### config.mk
export PLATFORM = sky130hd
export DESIGN_NAME = mlsqm_ctrl
export DESIGN_NICKNAME = d
export VERILOG_FILES = /design/src/rtl/assert_macros.svh /design/src/rtl/mlsqm_pkg.sv /design/src/rtl/mlsqm_ctrl.sv
export SDC_FILE = /design/constraint.sdc
export NUM_CORES = 1
export LEC_CHECK = 0
export BUFFER_PORTS_ARGS = -buffer_cell sky130_fd_sc_hd__buf_2
export CORE_AREA = 2 2 39 41
export DETAILED_ROUTE_END_ITERATION = 16
export DIE_AREA = 0 0 41 43
export PLACE_DENSITY = 0.53
export SLEW_MARGIN = 40
export SYNTH_ARGS = -nofsm -noshare
export SYNTH_HDL_FRONTEND = slang
export SYNTH_SLANG_ARGS = --single-unit
### constraint.sdc
create_clock -name clk_i -period 3.4 [get_ports clk_i]
set_input_delay 0.17 -clock clk_i [delete_from_list [all_inputs] [get_ports clk_i]]
set_output_delay 0.17 -clock clk_i [all_outputs]
set_load 0.01 [all_outputs]
### src/rtl/assert_macros.svh
// Assertion macros for the RTL file that carries concurrent checks (the top level).
`ifndef ASSERT_MACROS_SVH
`define ASSERT_MACROS_SVH
`ifndef SYNTHESIS
// Checks that a property holds at every rising clock edge outside reset.
`define ASSERT_AT(lbl, clk, rstn, prop, msg) \
  lbl: assert property (@(posedge clk) disable iff (!rstn) (prop)) else $error(msg);
// Checks that a condition is never true at a rising clock edge outside reset.
`define ASSERT_NEVER(lbl, clk, rstn, cond, msg) \
  lbl: assert property (@(posedge clk) disable iff (!rstn) !(cond)) else $error(msg);
`else
`define ASSERT_AT(lbl, clk, rstn, prop, msg)
`define ASSERT_NEVER(lbl, clk, rstn, cond, msg)
`endif
`endif

### src/rtl/mlsqm_pkg.sv
// Package of the list manager: field widths, command and status codes, control structs.
`default_nettype none

package mlsqm_pkg;

  // Fixed widths of the item fields.
  localparam int unsigned ACTION_W   = 2;
  localparam int unsigned LIST_NUM_W = 4;
  localparam int unsigned VALUE_W    = 32;
  localparam int unsigned STATUS_W   = 3;

  // Default sizes of the list table and node pool.
  localparam int unsigned LIST_COUNT_DEF = 16;
  localparam int unsigned POOL_DEPTH_DEF = 1024;
  localparam int unsigned DATA_WIDTH_DEF = 32;

  typedef logic [ACTION_W-1:0] action_t;
  typedef logic [STATUS_W-1:0] status_t;

  // Command codes.
  localparam action_t ACT_CREATE = 2'd0;
  localparam action_t ACT_PUSH   = 2'd1;
  localparam action_t ACT_POP    = 2'd2;
  localparam action_t ACT_NOP    = 2'd3;

  // Result status codes.
  localparam status_t ST_DONE    = 3'd0;
  localparam status_t ST_EXISTS  = 3'd1;
  localparam status_t ST_NO_LIST = 3'd2;
  localparam status_t ST_EMPTY   = 3'd3;
  localparam status_t ST_FULL    = 3'd4;

  // Conditions the datapath reports to the controller.
  typedef struct packed {
    action_t action;
    logic    in_range;
    logic    in_use;
    logic    empty;
    logic    is_queue;
    logic    have_recycled;
    logic    have_fresh;
    logic    out_free;
  } dp_sts_t;

  // Steps the controller orders from the datapath.
  typedef struct packed {
    logic    capture;
    logic    create;
    logic    push;
    logic    link;
    logic    pop_rd;
    logic    pop;
    logic    set_result;
    logic    load_out;
    status_t result;
  } dp_cmd_t;

endpackage

`default_nettype wire

### src/rtl/mlsqm_ctrl.sv
// Controller state machine that sequences each command through the datapath.
`default_nettype none

module mlsqm_ctrl (
  input  logic              clk_i,
  input  logic              rst_ni,
  input  logic              in_valid_i,
  output logic              in_ready_o,
  input  mlsqm_pkg::dp_sts_t sts_i,
  output mlsqm_pkg::dp_cmd_t cmd_o
);
  import mlsqm_pkg::*;

  localparam logic [2:0] S_IDLE = 3'd0;
  localparam logic [2:0] S_LOOK = 3'd1;
  localparam logic [2:0] S_LINK = 3'd2;
  localparam logic [2:0] S_POP  = 3'd3;
  localparam logic [2:0] S_DONE = 3'd4;

  logic [2:0] state_q, state_d;

  // Next state and command decode.
  always_comb begin
    state_d    = state_q;
    cmd_o      = '0;
    in_ready_o = 1'b0;
    unique case (state_q)
      S_IDLE: begin
        in_ready_o = 1'b1;
        if (in_valid_i) begin
          cmd_o.capture = 1'b1;
          state_d       = S_LOOK;
        end
      end
      S_LOOK: begin
        cmd_o.set_result = 1'b1;
        cmd_o.result     = ST_DONE;
        state_d          = S_DONE;
        priority if (sts_i.action == ACT_NOP) begin
          cmd_o.result = ST_DONE;
        end else if (!sts_i.in_range) begin
          cmd_o.result = ST_NO_LIST;
        end else if (sts_i.action == ACT_CREATE) begin
          if (sts_i.in_use) begin
            cmd_o.result = ST_EXISTS;
          end else begin
            cmd_o.create = 1'b1;
          end
        end else if (!sts_i.in_use) begin
          cmd_o.result = ST_NO_LIST;
        end else if (sts_i.action == ACT_PUSH) begin
          if (!sts_i.have_recycled && !sts_i.have_fresh) begin
            cmd_o.result = ST_FULL;
          end else begin
            cmd_o.push = 1'b1;
            // A queue that already holds items also needs its old tail relinked.
            if (sts_i.is_queue && !sts_i.empty) begin
              state_d = S_LINK;
            end
          end
        end else begin
          if (sts_i.empty) begin
            cmd_o.result = ST_EMPTY;
          end else begin
            cmd_o.pop_rd = 1'b1;
            state_d      = S_POP;
          end
        end
      end
      S_LINK: begin
        cmd_o.link = 1'b1;
        state_d    = S_DONE;
      end
      S_POP: begin
        cmd_o.pop = 1'b1;
        state_d   = S_DONE;
      end
      S_DONE: begin
        if (sts_i.out_free) begin
          cmd_o.load_out = 1'b1;
          state_d        = S_IDLE;
        end
      end
      default: begin
        state_d = S_IDLE;
      end
    endcase
  end

  // State register.
  always_ff @(posedge clk_i or negedge rst_ni) begin
    if (!rst_ni) begin
      state_q <= S_IDLE;
    end else begin
      state_q <= state_d;
    end
  end

endmodule

`default_nettype wire

* Word level (Yosys, flattened, before mapping)
Index checks and enable logic that the tools add are counted.
Widths: inputs -> output; s select.
** Storage, ports and cells
- Flip-flop bits (word level) :: 3
- Bits of input ports :: 12
- Logic and storage cells :: 62
** Cells by class
- Eq/ne operators :: 8
- Muxes and demuxes :: 44
- Reduce and logical (&&, ||, !) cells :: 9
** Operator list (count)
- $mux 3 :: 17
- $mux 1 :: 22
- $pmux 3 s4 :: 1
- $mux 2 :: 4
- $eq 3x2->1 const B :: 2
- $ne 2x2->1 const B :: 2
- $eq 3x1->1 const B :: 1
- $eq 3x3->1 const B :: 1
- $logic_not 1->1 :: 3
- $logic_not 3->1 :: 1
- $eq 2x1->1 const B :: 1
- $eq 2x2->1 const B :: 1
- $logic_and 1x1->1 :: 2
- $logic_not 2->1 :: 1
- $reduce_and 2->1 :: 1
- $reduce_or 2->1 :: 1

* Depth between registers and ports, before layout
Gate-level depths: netlist of run 1.
- Word-level depth :: 10
- Depth in mapped cells :: 3
- Gate-level depth less buffers :: 3

* Worst setup path after synthesis of run 1
OpenSTA, ideal clock, no wires.
- Path type :: register to output
- Start point :: register state_q[2]
- End point :: output port cmd_o[6] (netlist bit)
- Data arrival time :: 1.175 ns
- Path slack :: 2.055 ns
- Stages on the path, launching flop included :: 4
- Buffers on the path :: 0
- Cell sequence :: dfrtp_1 > nor3b_4 > nand3_4 > nor3_1
** RTL lines
- start, declared :: RTL line mlsqm_ctrl.sv:20 : logic [2:0] state_q, state_d;
- start signal, assigned :: RTL line mlsqm_ctrl.sv:95 : state_q <= state_d;
- end, declared :: RTL line mlsqm_ctrl.sv:10 : output mlsqm_pkg::dp_cmd_t cmd_o

==> reports/metrics.yaml, run 1 <==
htree_levels: 1
period_share_pct: 49.6
clock.fmax_mhz: 593
ys_async_sr_fraction_pct: 100
max_slew_margin_pct: 78.9
syn2layout_area_growth_pct: 52.3
worstPathRequired_ns: 3.23
cts.clk_slew.worst_paths_ns: 0.04
crit_buf_inv: 1
cts_tree: "done"
reg2reg_slack_ns: 2.20
grt_remaining_overflow: 0
ys_ff_latch: 3
min_period_ns: 1.69
layout-drive-gt1-share_pct: 57.1
rsz0062_at_grt: "no"
skew_ns: 0.000839
power_density_mw_per_mm2: 452
most-common-layout-cells: "buf_2 (23), nand2_1 (4), clkbuf_4 (3), dfrtp_1 (3)"
fp.dieW_um: 41
synth_warnings: 0
status: "finished clean"
cts_buffers: 3
tightest_slew_ns: 0.311
place.gp.congestion: 0.686
clk_path_buf_depth: 2
core-area_sq_mm: 0.00138
finalSetupViolCount: 0
start_kind: "register"
num-fill-cells: 158
worst_path_max_delay_cell: "dfrtp_1"
cap_violations: 0
critical_path.cell_chain: "nor3b_4 -> nand3_4 -> nor4_4 -> buf_2"
slowest_delay_ns: 0.45
drt-initial-drc-count: 1
dpl_worst_slack_ns: 1.96
grt_pass1_vias: 351
grt_first_pass_wirelength_um: 1300
cts.sinks: 3
dp_hpwl_um: 639
root_buffer: "clkbuf_4"
synth_fp_nets: 47
grt_max_degree: 9
wl_per_cell_um: 9.76
rows: 14
diodes: 0
vdd_ir_drop_max_mv: 0.147
p_leak_nw: 0.248
finalHoldViolCount: 0
routed-via-count: 360
avgSynthCellArea_sq_um: 9.37
layout_setup_ws_ns: 1.71
multiInputGateArea_sq_um: 245
post_cts_buffers: 0
ys.flop_type: "dfrtp_1"
cp_top_family: "simple AND/OR/NAND/NOR gates"
ant_nets: 0
routed_wl_um: 771
dieArea_sq_mm: 0.00176
die_h_um: 43
final_common_cell: "buf_2"
port_buffers: 23
reg_top3: "state_q (3)"
largest_register_ffs: 3
antenna_found_initial: 0
via_per_inst: 4.56
synth_edf_count: 0
cp_max_fo: 8
hold_path_class: "input pin to register"
finalSetupTns_ns: 0
synth.distinct_cells: 24
seq_area_sq_um: 75.1
drtPass1Iterations: 4
cp-end-kind: "output port"
grt_usage_pct: 10.8
synth_area_sq_um: 328
worstSetupPathType: "register to output port"
ios: 24
p_total_mw: 0.226
arrival_ns: 1.52
syn_inst: 35
initial_core_util_pct: 23.7
top_register: "state_q"
drv_slew: 0
drc_errors: 0
ys_seq_area_share_pct: 22.9
layout.nets: 76
clk_latency_ns: 0.23
-- power by group --
| part | total, mW | switching [mW] | internal (mW) |
|---|---|---|---|
| Sequential | 0.0627 | 0.0173 | 0.0454 |
| Clock | 0.0621 | 0.0182 | 0.0440 |
| Combinational | 0.101 | 0.0523 | 0.0484 |
-- worst paths after layout --
kind | start | to | cells past startpoint
max | state_q[0] | cmd_o[2] | 4
min | in_valid_i | state_q[0] | 3
max reg2reg | state_q[0] | state_q[0] | 3
min reg2reg | state_q[0] | state_q[2] | 2
max in group asynchronous | rst_ni | state_q[1] | 2
min in group asynchronous | rst_ni | state_q[0] | 2
-- cell usage after synthesis (2+ instances only) --
library cell | number | area, sq um
nor2_1 | 2 | 7.51
nand2_1 | 4 | 15.0
dfrtp_1 | 3 | 75.1
nor2b_1 | 2 | 12.5
nor3_1 | 2 | 10.0
nor4b_1 | 2 | 17.5
nand2b_1 | 2 | 12.5
inv_1 | 2 | 7.51
-- timing repair --
item	CTS	global route
hold buffers	1	0
gates resized for setup	0	0
hold endpoints to repair	3	0
-- metrics by stage --
stage               instance area, sq um  std cells  utilization [%]  hold slack (ns)
floorplan                            328         35                -           -0.126
detailed placement                   463         74             33.5          -0.0310
global placement                     463         74             33.5          -0.0306
global route                         499         79             36.1            0.214
finish                               499         79             36.1            0.183
CTS                                  499         79             36.1            0.185
-- worst reg2reg max path: stages, from the launching register on --
cell and delay [ns]:
dfrtp_1 0.45, nor3b_4 0.31, nand3_4 0.15, o31ai_2 0.19
-- layout make-up --
type,count,share of cell area [%]
timing repair buffer,24,25.1
multi-input combinational,30,49.1
inverter,2,1.50
tap,16,4.01
clock buffer,4,5.26
sequential,3,15.0
-- cells by family (layout without fill, tap and decap cells) --
family                 count (synthesis)  in the layout  synth area share (%)
AOI/OAI and AO/OA                      6              6                  14.5
buffers and inverters                  2             30                  2.29
and+or+nand+nor                       24             24                  60.3
DFF                                    3              3                  22.9
-- per-layer routing --
layer  global-route usage [%]  part of all wire (%)  up-vias  routed length, um
li1                         -                     -      186                  -
met1                     11.3                    40      157                309
met2                     17.5                    48       17                369
met3                     2.09                    12        0                 92
met4                     8.00                     0        0                  0
met5                        0                     0        -                  0
Power figures use the tool's default switching activity.
==> inputs of run 2 (changes only) <==
--- a/config.mk
+++ b/config.mk
@@ -5,11 +5,12 @@
 export SDC_FILE = /design/constraint.sdc
 export NUM_CORES = 1
 export LEC_CHECK = 0
+export ABC_AREA = 1
 export BUFFER_PORTS_ARGS = -buffer_cell sky130_fd_sc_hd__buf_2
 export CORE_AREA = 2 2 39 41
 export DETAILED_ROUTE_END_ITERATION = 16
 export DIE_AREA = 0 0 41 43
-export PLACE_DENSITY = 0.53
+export PLACE_DENSITY = 0.52
 export SLEW_MARGIN = 40
 export SYNTH_ARGS = -nofsm -noshare
 export SYNTH_HDL_FRONTEND = slang
==> constraint.sdc (replaced) <==
create_clock -name clk_i -period 1.6 [get_ports clk_i]
set_input_delay 0.08 -clock clk_i [delete_from_list [all_inputs] [get_ports clk_i]]
set_output_delay 0.08 -clock clk_i [all_outputs]
set_load 0.01 [all_outputs]
==> run 2 against run 1 <==
  * Register-to-register slack lost 1.6 ns
  * Utilization decreased by 1.4 points
  * Non-clock buffer count is the same
  * Clock power rose by 110%
  * Critical path type unchanged
==> reports/metrics.yaml, run 2 <==
p_leak_nw: 0.307  # +24%
cts_tree: "done"
finalSetupTns_ns: 0  # unchanged
yosys.area_share.simple_pct: 47.0  # -13 points
synth_top_area_cell: "dfrtp_1"
cp-end-kind: "output port"
reg_top3: "state_q (3)"
start_kind: "register"
arrival_ns: 1.33  # -0.19 ns
status: "finished clean"
final-instance-count-excl-fill: 100  # +27%
fp.dieW_um: 41  # unchanged
worst_path_max_delay_cell: "dfrtp_1"
rows: 14  # unchanged
routed-via-count: 427  # +19%
ios: 24  # unchanged
core-area_sq_mm: 0.00138  # unchanged
htree_levels: 1  # unchanged
wl_per_cell_um: 7.83  # -20%
die_h_um: 43  # unchanged
num-fill-cells: 149  # -5.7%
stdcell_area_sq_um: 480  # -3.8%
syn_inst: 56  # +60%
synth-xor-area-share_pct: 0  # unchanged
cp_common_cell: "inv_2"
ant_nets: 0  # unchanged
final_common_cell: "buf_2"
place.gp.congestion: 0.709  # +3.4%
most-common-layout-cells: "buf_2 (23), inv_1 (12), nor2_1 (11)"
root_buffer: "clkbuf_4"
drv_slew: 0  # unchanged
synth_edf_count: 0  # unchanged
synth_area_sq_um: 309  # -5.7%
port_buffers: 23  # unchanged
ys.flop_type: "dfrtp_1"
initial_core_util_pct: 22.3  # -1.4 points
power_density_mw_per_mm2: 1070  # +140%
grt_remaining_overflow: 0  # unchanged
synth.distinct_cells: 15  # -38%
multiInputGateArea_sq_um: 178  # -28%
layout.nets: 97  # +28%
crit_buf_inv: 3  # +2
vdd_ir_drop_max_mv: 0.436  # +200%
grt_first_pass_wirelength_um: 1230  # -5.3%
ys_top_cells_by_count: "inv_1 (12), nor2_1 (11), nand2_1 (10)"
worstSetupPathType: "register to output port"
synth_top_family_by_area: "simple AND/OR/NAND/NOR gates"
clk_path_buf_depth: 2  # unchanged
synthAdderAreaFrac_pct: 0  # unchanged
drtPass1Iterations: 2  # -2
period_share_pct: 88.2
clk_latency_ns: 0.23  # about the same
ys_seq_area_share_pct: 24.3  # +1.4 points
worstPathRequired_ns: 1.52  # -1.71 ns
synth_area_leaders: "dfrtp_1 (24%), inv_1 (15%), nor2_1 (13%)"
grt_max_degree: 6  # -3
synth_most_common_cell: "inv_1"
placed_area_sq_um: 444  # -4.1%
syn2layout_area_growth_pct: 55.5
critical_path.cell_chain: "inv_2 -> nand3_2 -> inv_2 -> nand2_2 -> nor2_2 -> nand2_1 -> nor2_1 -> buf_2"
min_period_ns: 1.41
grt_pass1_vias: 348  # -0.85%
synth_top_area_share_pct: 24.3  # +1.4 points
cap_violations: 0  # unchanged
cp_top_family: "flip-flops"
hold_path_class: "input pin to register"
layout-drive-gt1-share_pct: 38.1  # -19 points
cp_max_fo: 5  # -3
seq_area_sq_um: 75.1  # unchanged
max_slew_margin_pct: 85.2  # +6.2 points
drt-initial-drc-count: 4  # +3
finalSetupViolCount: 0  # unchanged
grt_usage_pct: 10.5  # -0.21 points
routed_wl_um: 783  # +1.6%
synth_fp_nets: 68  # +45%
ys_ff_latch: 3  # unchanged
dp.cells: 95  # +28%
synth_warnings: 0  # unchanged
muxShareOfSynthArea_pct: 0  # unchanged
finalHoldViolCount: 0  # unchanged
cts_buffers: 3  # unchanged
skew_ns: 0.00206  # +0.00122 ns
antenna_found_initial: 0  # unchanged
cts.sinks: 3  # unchanged
dieArea_sq_mm: 0.00176  # unchanged
slowest_delay_ns: 0.39  # -0.06 ns
largest_register_ffs: 3  # unchanged
via_per_inst: 4.27  # -6.3%
clock.fmax_mhz: 709
diodes: 0  # unchanged
tightest_slew_ns: 0.220  # -0.0913 ns
avgSynthCellArea_sq_um: 5.52  # -41%
ys_async_sr_fraction_pct: 100  # unchanged
cts.clk_slew.worst_paths_ns: 0.04  # about the same
top_register: "state_q"
fin_util_pct: 34.7  # -1.4 points
drc_errors: 0  # unchanged
rsz0062_at_grt: "no"
synth-compound-area-share_pct: 10.5  # -4.0 points
-- run 2: changes by cell type in the layout (fill, tap and decap cells not counted), sizes merged, moves of 3 or more --
cell / change
nand2b: -3
nand3: +4
nor2: +10
inv: +13
nand2: +7
-- run 2: through the flow --
step | total power, mW | worst slack (ns) | hold WS [ns]
floorplan | 0.290 | 0.508 | -0.216
global placement | 0.385 | 0.460 | -0.118
detailed placement | 0.387 | 0.432 | -0.122
CTS | 0.528 | 0.166 | 0.155
global route | 0.572 | 0.0719 | 0.168
finish | 0.516 | 0.189 | 0.156
-- run 2: cell families (layout without fill, tap and decap cells) --
kind of cell    count (synthesis)  after routing
buf+inv                        15             43
compound gates                  6              6
simple gates                   32             32
flops                           3              3
-- run 2: final timing paths --
path                       slack (ns)  depth (start not counted)        from         end
max in group asynchronous        1.32                          2      rst_ni  state_q[0]
max reg2reg                      0.60                          4  state_q[0]  state_q[0]
max                              0.19                          8  state_q[1]    cmd_o[2]
min reg2reg                      0.58                          3  state_q[2]  state_q[1]
min in group asynchronous        0.17                          2      rst_ni  state_q[1]
min                              0.16                          3  in_valid_i  state_q[0]
-- run 2: area by class of cell --
cell class              instances  share of cell area [%]
flip-flops and latches          3                    15.6
well taps                      16                    4.17
multi-input cells              38                    37.0
clock buffers                   4                    5.47
repair buffers                 24                    26.0
inverters                      15                    11.7
-- run 2: power breakdown --
part	switching, mW	total [mW]	internal (mW)
Clock	0.0377	0.131	0.0934
Combinational	0.163	0.263	0.0997
Sequential	0.0222	0.123	0.101
-- run 2: layer usage --
| metal | vias up | part of all wire, % | track usage, % |
|---|---|---|---|
| li1 | 228 | - | - |
| met1 | 176 | 44 | 11.6 |
| met2 | 21 | 45 | 15.0 |
| met3 | 2 | 8.6 | 1.57 |
| met4 | 0 | 1.8 | 12.0 |
| met5 | - | 0 | 0 |
-- run 2: repair_timing --
item                      in CTS  in global routing
resized for setup              0                  0
setup buffers                  0                  0
hold endpoints to repair       3                  0
hold buffers                   1                  0
-- run 2: worst min-delay path: cells and delay by family --
kind / cells / cell delay [ns]
buf+inv: 1 / 0.08
compound gates: 2 / 0.17
==> inputs of run 3 (changes only) <==
--- a/config.mk
+++ b/config.mk
@@ -8,6 +8,7 @@
 export ABC_AREA = 1
 export BUFFER_PORTS_ARGS = -buffer_cell sky130_fd_sc_hd__buf_2
 export CORE_AREA = 2 2 39 41
+export CTS_BUF_LIST = sky130_fd_sc_hd__clkbuf_2 sky130_fd_sc_hd__clkbuf_4 sky130_fd_sc_hd__clkbuf_8
 export DETAILED_ROUTE_END_ITERATION = 16
 export DIE_AREA = 0 0 41 43
 export PLACE_DENSITY = 0.52
==> run 3 against run 2 <==
  * Clock skew about the same
  * Total power up 3.3%
  * Sequential cell count stayed put
  * Non-clock buffer count did not move
  * First-iteration DRC count did not move
  * Via count is the same
  * Cell area is 0.78% higher
  * Utilization increased by 0.27 points
  * Sequential power is essentially flat
  * Clock-buffer cell count unchanged
  * Setup slack is essentially flat
==> reports/metrics.yaml, run 3 (synthesis gave the netlist of run 2 again) <==
status: "finished clean"
slowest_delay_ns: 0.39  # about the same
arrival_ns: 1.33  # about the same
ant_nets: 0  # unchanged
layout.nets: 97  # unchanged
grt_remaining_overflow: 0  # unchanged
finalSetupTns_ns: 0  # unchanged
multiInputGateArea_sq_um: 178  # unchanged
port_buffers: 23  # unchanged
start_kind: "register"
gr-usage-met3_pct: 1.57  # unchanged
largest_register_ffs: 3  # unchanged
tightest_slew_ns: 0.220  # -0.000000119 ns
cp-end-kind: "output port"
num-fill-cells: 147  # -1.3%
cts_buffers: 3  # unchanged
syn2layout_area_growth_pct: 56.7
die_h_um: 43  # unchanged
p_leak_nw: 0.310  # +1.1%
drc_errors: 0  # unchanged
skew_ns: 0.00210  # +0.0000404 ns
rsz0062_at_grt: "no"
fp.dieW_um: 41  # unchanged
reg2reg_slack_ns: 0.60  # about the same
core-area_sq_mm: 0.00138  # unchanged
cts.clk_slew.worst_paths_ns: 0.04  # about the same
reg_top3: "state_q (3)"
root_buffer: "clkbuf_4"
vdd_ir_drop_max_mv: 0.437  # about the same
drtPass1Iterations: 2  # unchanged
dp.cells: 95  # unchanged
most-common-layout-cells: "buf_2 (23), inv_1 (12), nor2_1 (11)"
dieArea_sq_mm: 0.00176  # unchanged
finalSetupViolCount: 0  # unchanged
final-instance-count-excl-fill: 100  # unchanged
cp_common_cell: "inv_2"
routed-via-count: 427  # unchanged
top_register: "state_q"
htree_levels: 1  # unchanged
cts_tree: "done"
place.gp.congestion: 0.709  # unchanged
worstSetupPathType: "register to output port"
rows: 14  # unchanged
max_slew_margin_pct: 85.2  # unchanged
min_period_ns: 1.41  # +0.000138 ns
clk_latency_ns: 0.23  # about the same
clk_path_buf_depth: 2  # unchanged
diodes: 0  # unchanged
cap_violations: 0  # unchanged
hold_path_class: "input pin to register"
layout-drive-gt1-share_pct: 39.3  # +1.2 points
busiest_layer: "met2"
cp_max_fo: 5  # unchanged
worstPathRequired_ns: 1.52  # about the same
grt_usage_pct: 10.5  # unchanged
clock.fmax_mhz: 709  # about the same
use_met1_pct: 11.6  # unchanged
grt_first_pass_wirelength_um: 1230  # unchanged
cts.sinks: 3  # unchanged
grt_pass1_vias: 349  # +0.29%
antenna_found_initial: 0  # unchanged
drt-initial-drc-count: 4  # unchanged
seq_area_sq_um: 75.1  # unchanged
period_share_pct: 88.2  # about the same
grt_use_met2_pct: 15.0  # unchanged
power_density_mw_per_mm2: 1100  # +2.5%
wl_per_cell_um: 7.82  # -0.13%
drv_slew: 0  # unchanged
via_per_inst: 4.27  # unchanged
critical_path.cell_chain: "inv_2 -> nand3_2 -> inv_2 -> nand2_2 -> nor2_2 -> nand2_1 -> nor2_1 -> buf_2"
hold_ws_ns: 0.155  # -0.000597 ns
worst_path_max_delay_cell: "dfrtp_1"
finalHoldViolCount: 0  # unchanged
routed_wl_um: 782  # -0.13%
initial_core_util_pct: 22.3  # unchanged
ios: 24  # unchanged
final_common_cell: "buf_2"
grt_max_degree: 6  # unchanged
## run 3: changes by cell type in the layout (fill, tap and decap cells not counted)
cell,delta
clkbuf_1,-1
clkbuf_4,+1
## run 3: layout make-up
| type | count | share of cell area (%) |
|---|---|---|
| inverter | 15 | 11.6 |
| timing repair buffer | 24 | 25.8 |
| clock buffer | 4 | 6.20 |
| sequential | 3 | 15.5 |
| multi-input combinational | 38 | 36.7 |
| tap | 16 | 4.13 |
## run 3: through the flow
step / utilization [%] / instance area [sq um] / power, mW / worst slack, ns
after global placement: 32.1 / 444 / 0.385 / 0.460
after detailed placement: 32.1 / 444 / 0.387 / 0.432
final: 35.0 / 484 / 0.533 / 0.189
after floorplan: - / 309 / 0.290 / 0.508
after global routing: 35.0 / 484 / 0.589 / 0.0719
after CTS: 35.0 / 484 / 0.545 / 0.166
## run 3: power by group
part	internal [mW]	total, mW	switching (mW)
Clock	0.110	0.148	0.0377
Sequential	0.101	0.123	0.0222
Combinational	0.0997	0.263	0.163
## run 3: critical path, delay by kind of cell (launching register included)
family                 cells  cell delay [ns]
buffers and inverters      3             0.33
flip-flops                 1             0.39
AND/OR/NAND/NOR            5             0.37
## run 3: repair_timing
| action | 4_1_cts | 5_1_grt |
|---|---|---|
| gates resized for setup | 0 | 0 |
| setup buffers | 0 | 0 |
| hold buffers | 1 | 0 |
| hold endpoints to repair | 3 | 0 |
## run 3: worst paths after layout
| check | from | endpoint | cells after the start |
|---|---|---|---|
| max in group asynchronous | rst_ni | state_q[0] | 2 |
| min in group asynchronous | rst_ni | state_q[1] | 2 |
| min | in_valid_i | state_q[0] | 3 |
| min reg2reg | state_q[2] | state_q[1] | 3 |
| max | state_q[1] | cmd_o[2] | 8 |
| max reg2reg | state_q[0] | state_q[0] | 4 |
## run 3: metal layers
layer | part of all wire (%) | vias to the layer above
met1 | 44 | 176
met2 | 45 | 21
met5 | 0 | -
met3 | 8.6 | 2
met4 | 1.8 | 0
li1 | - | 228
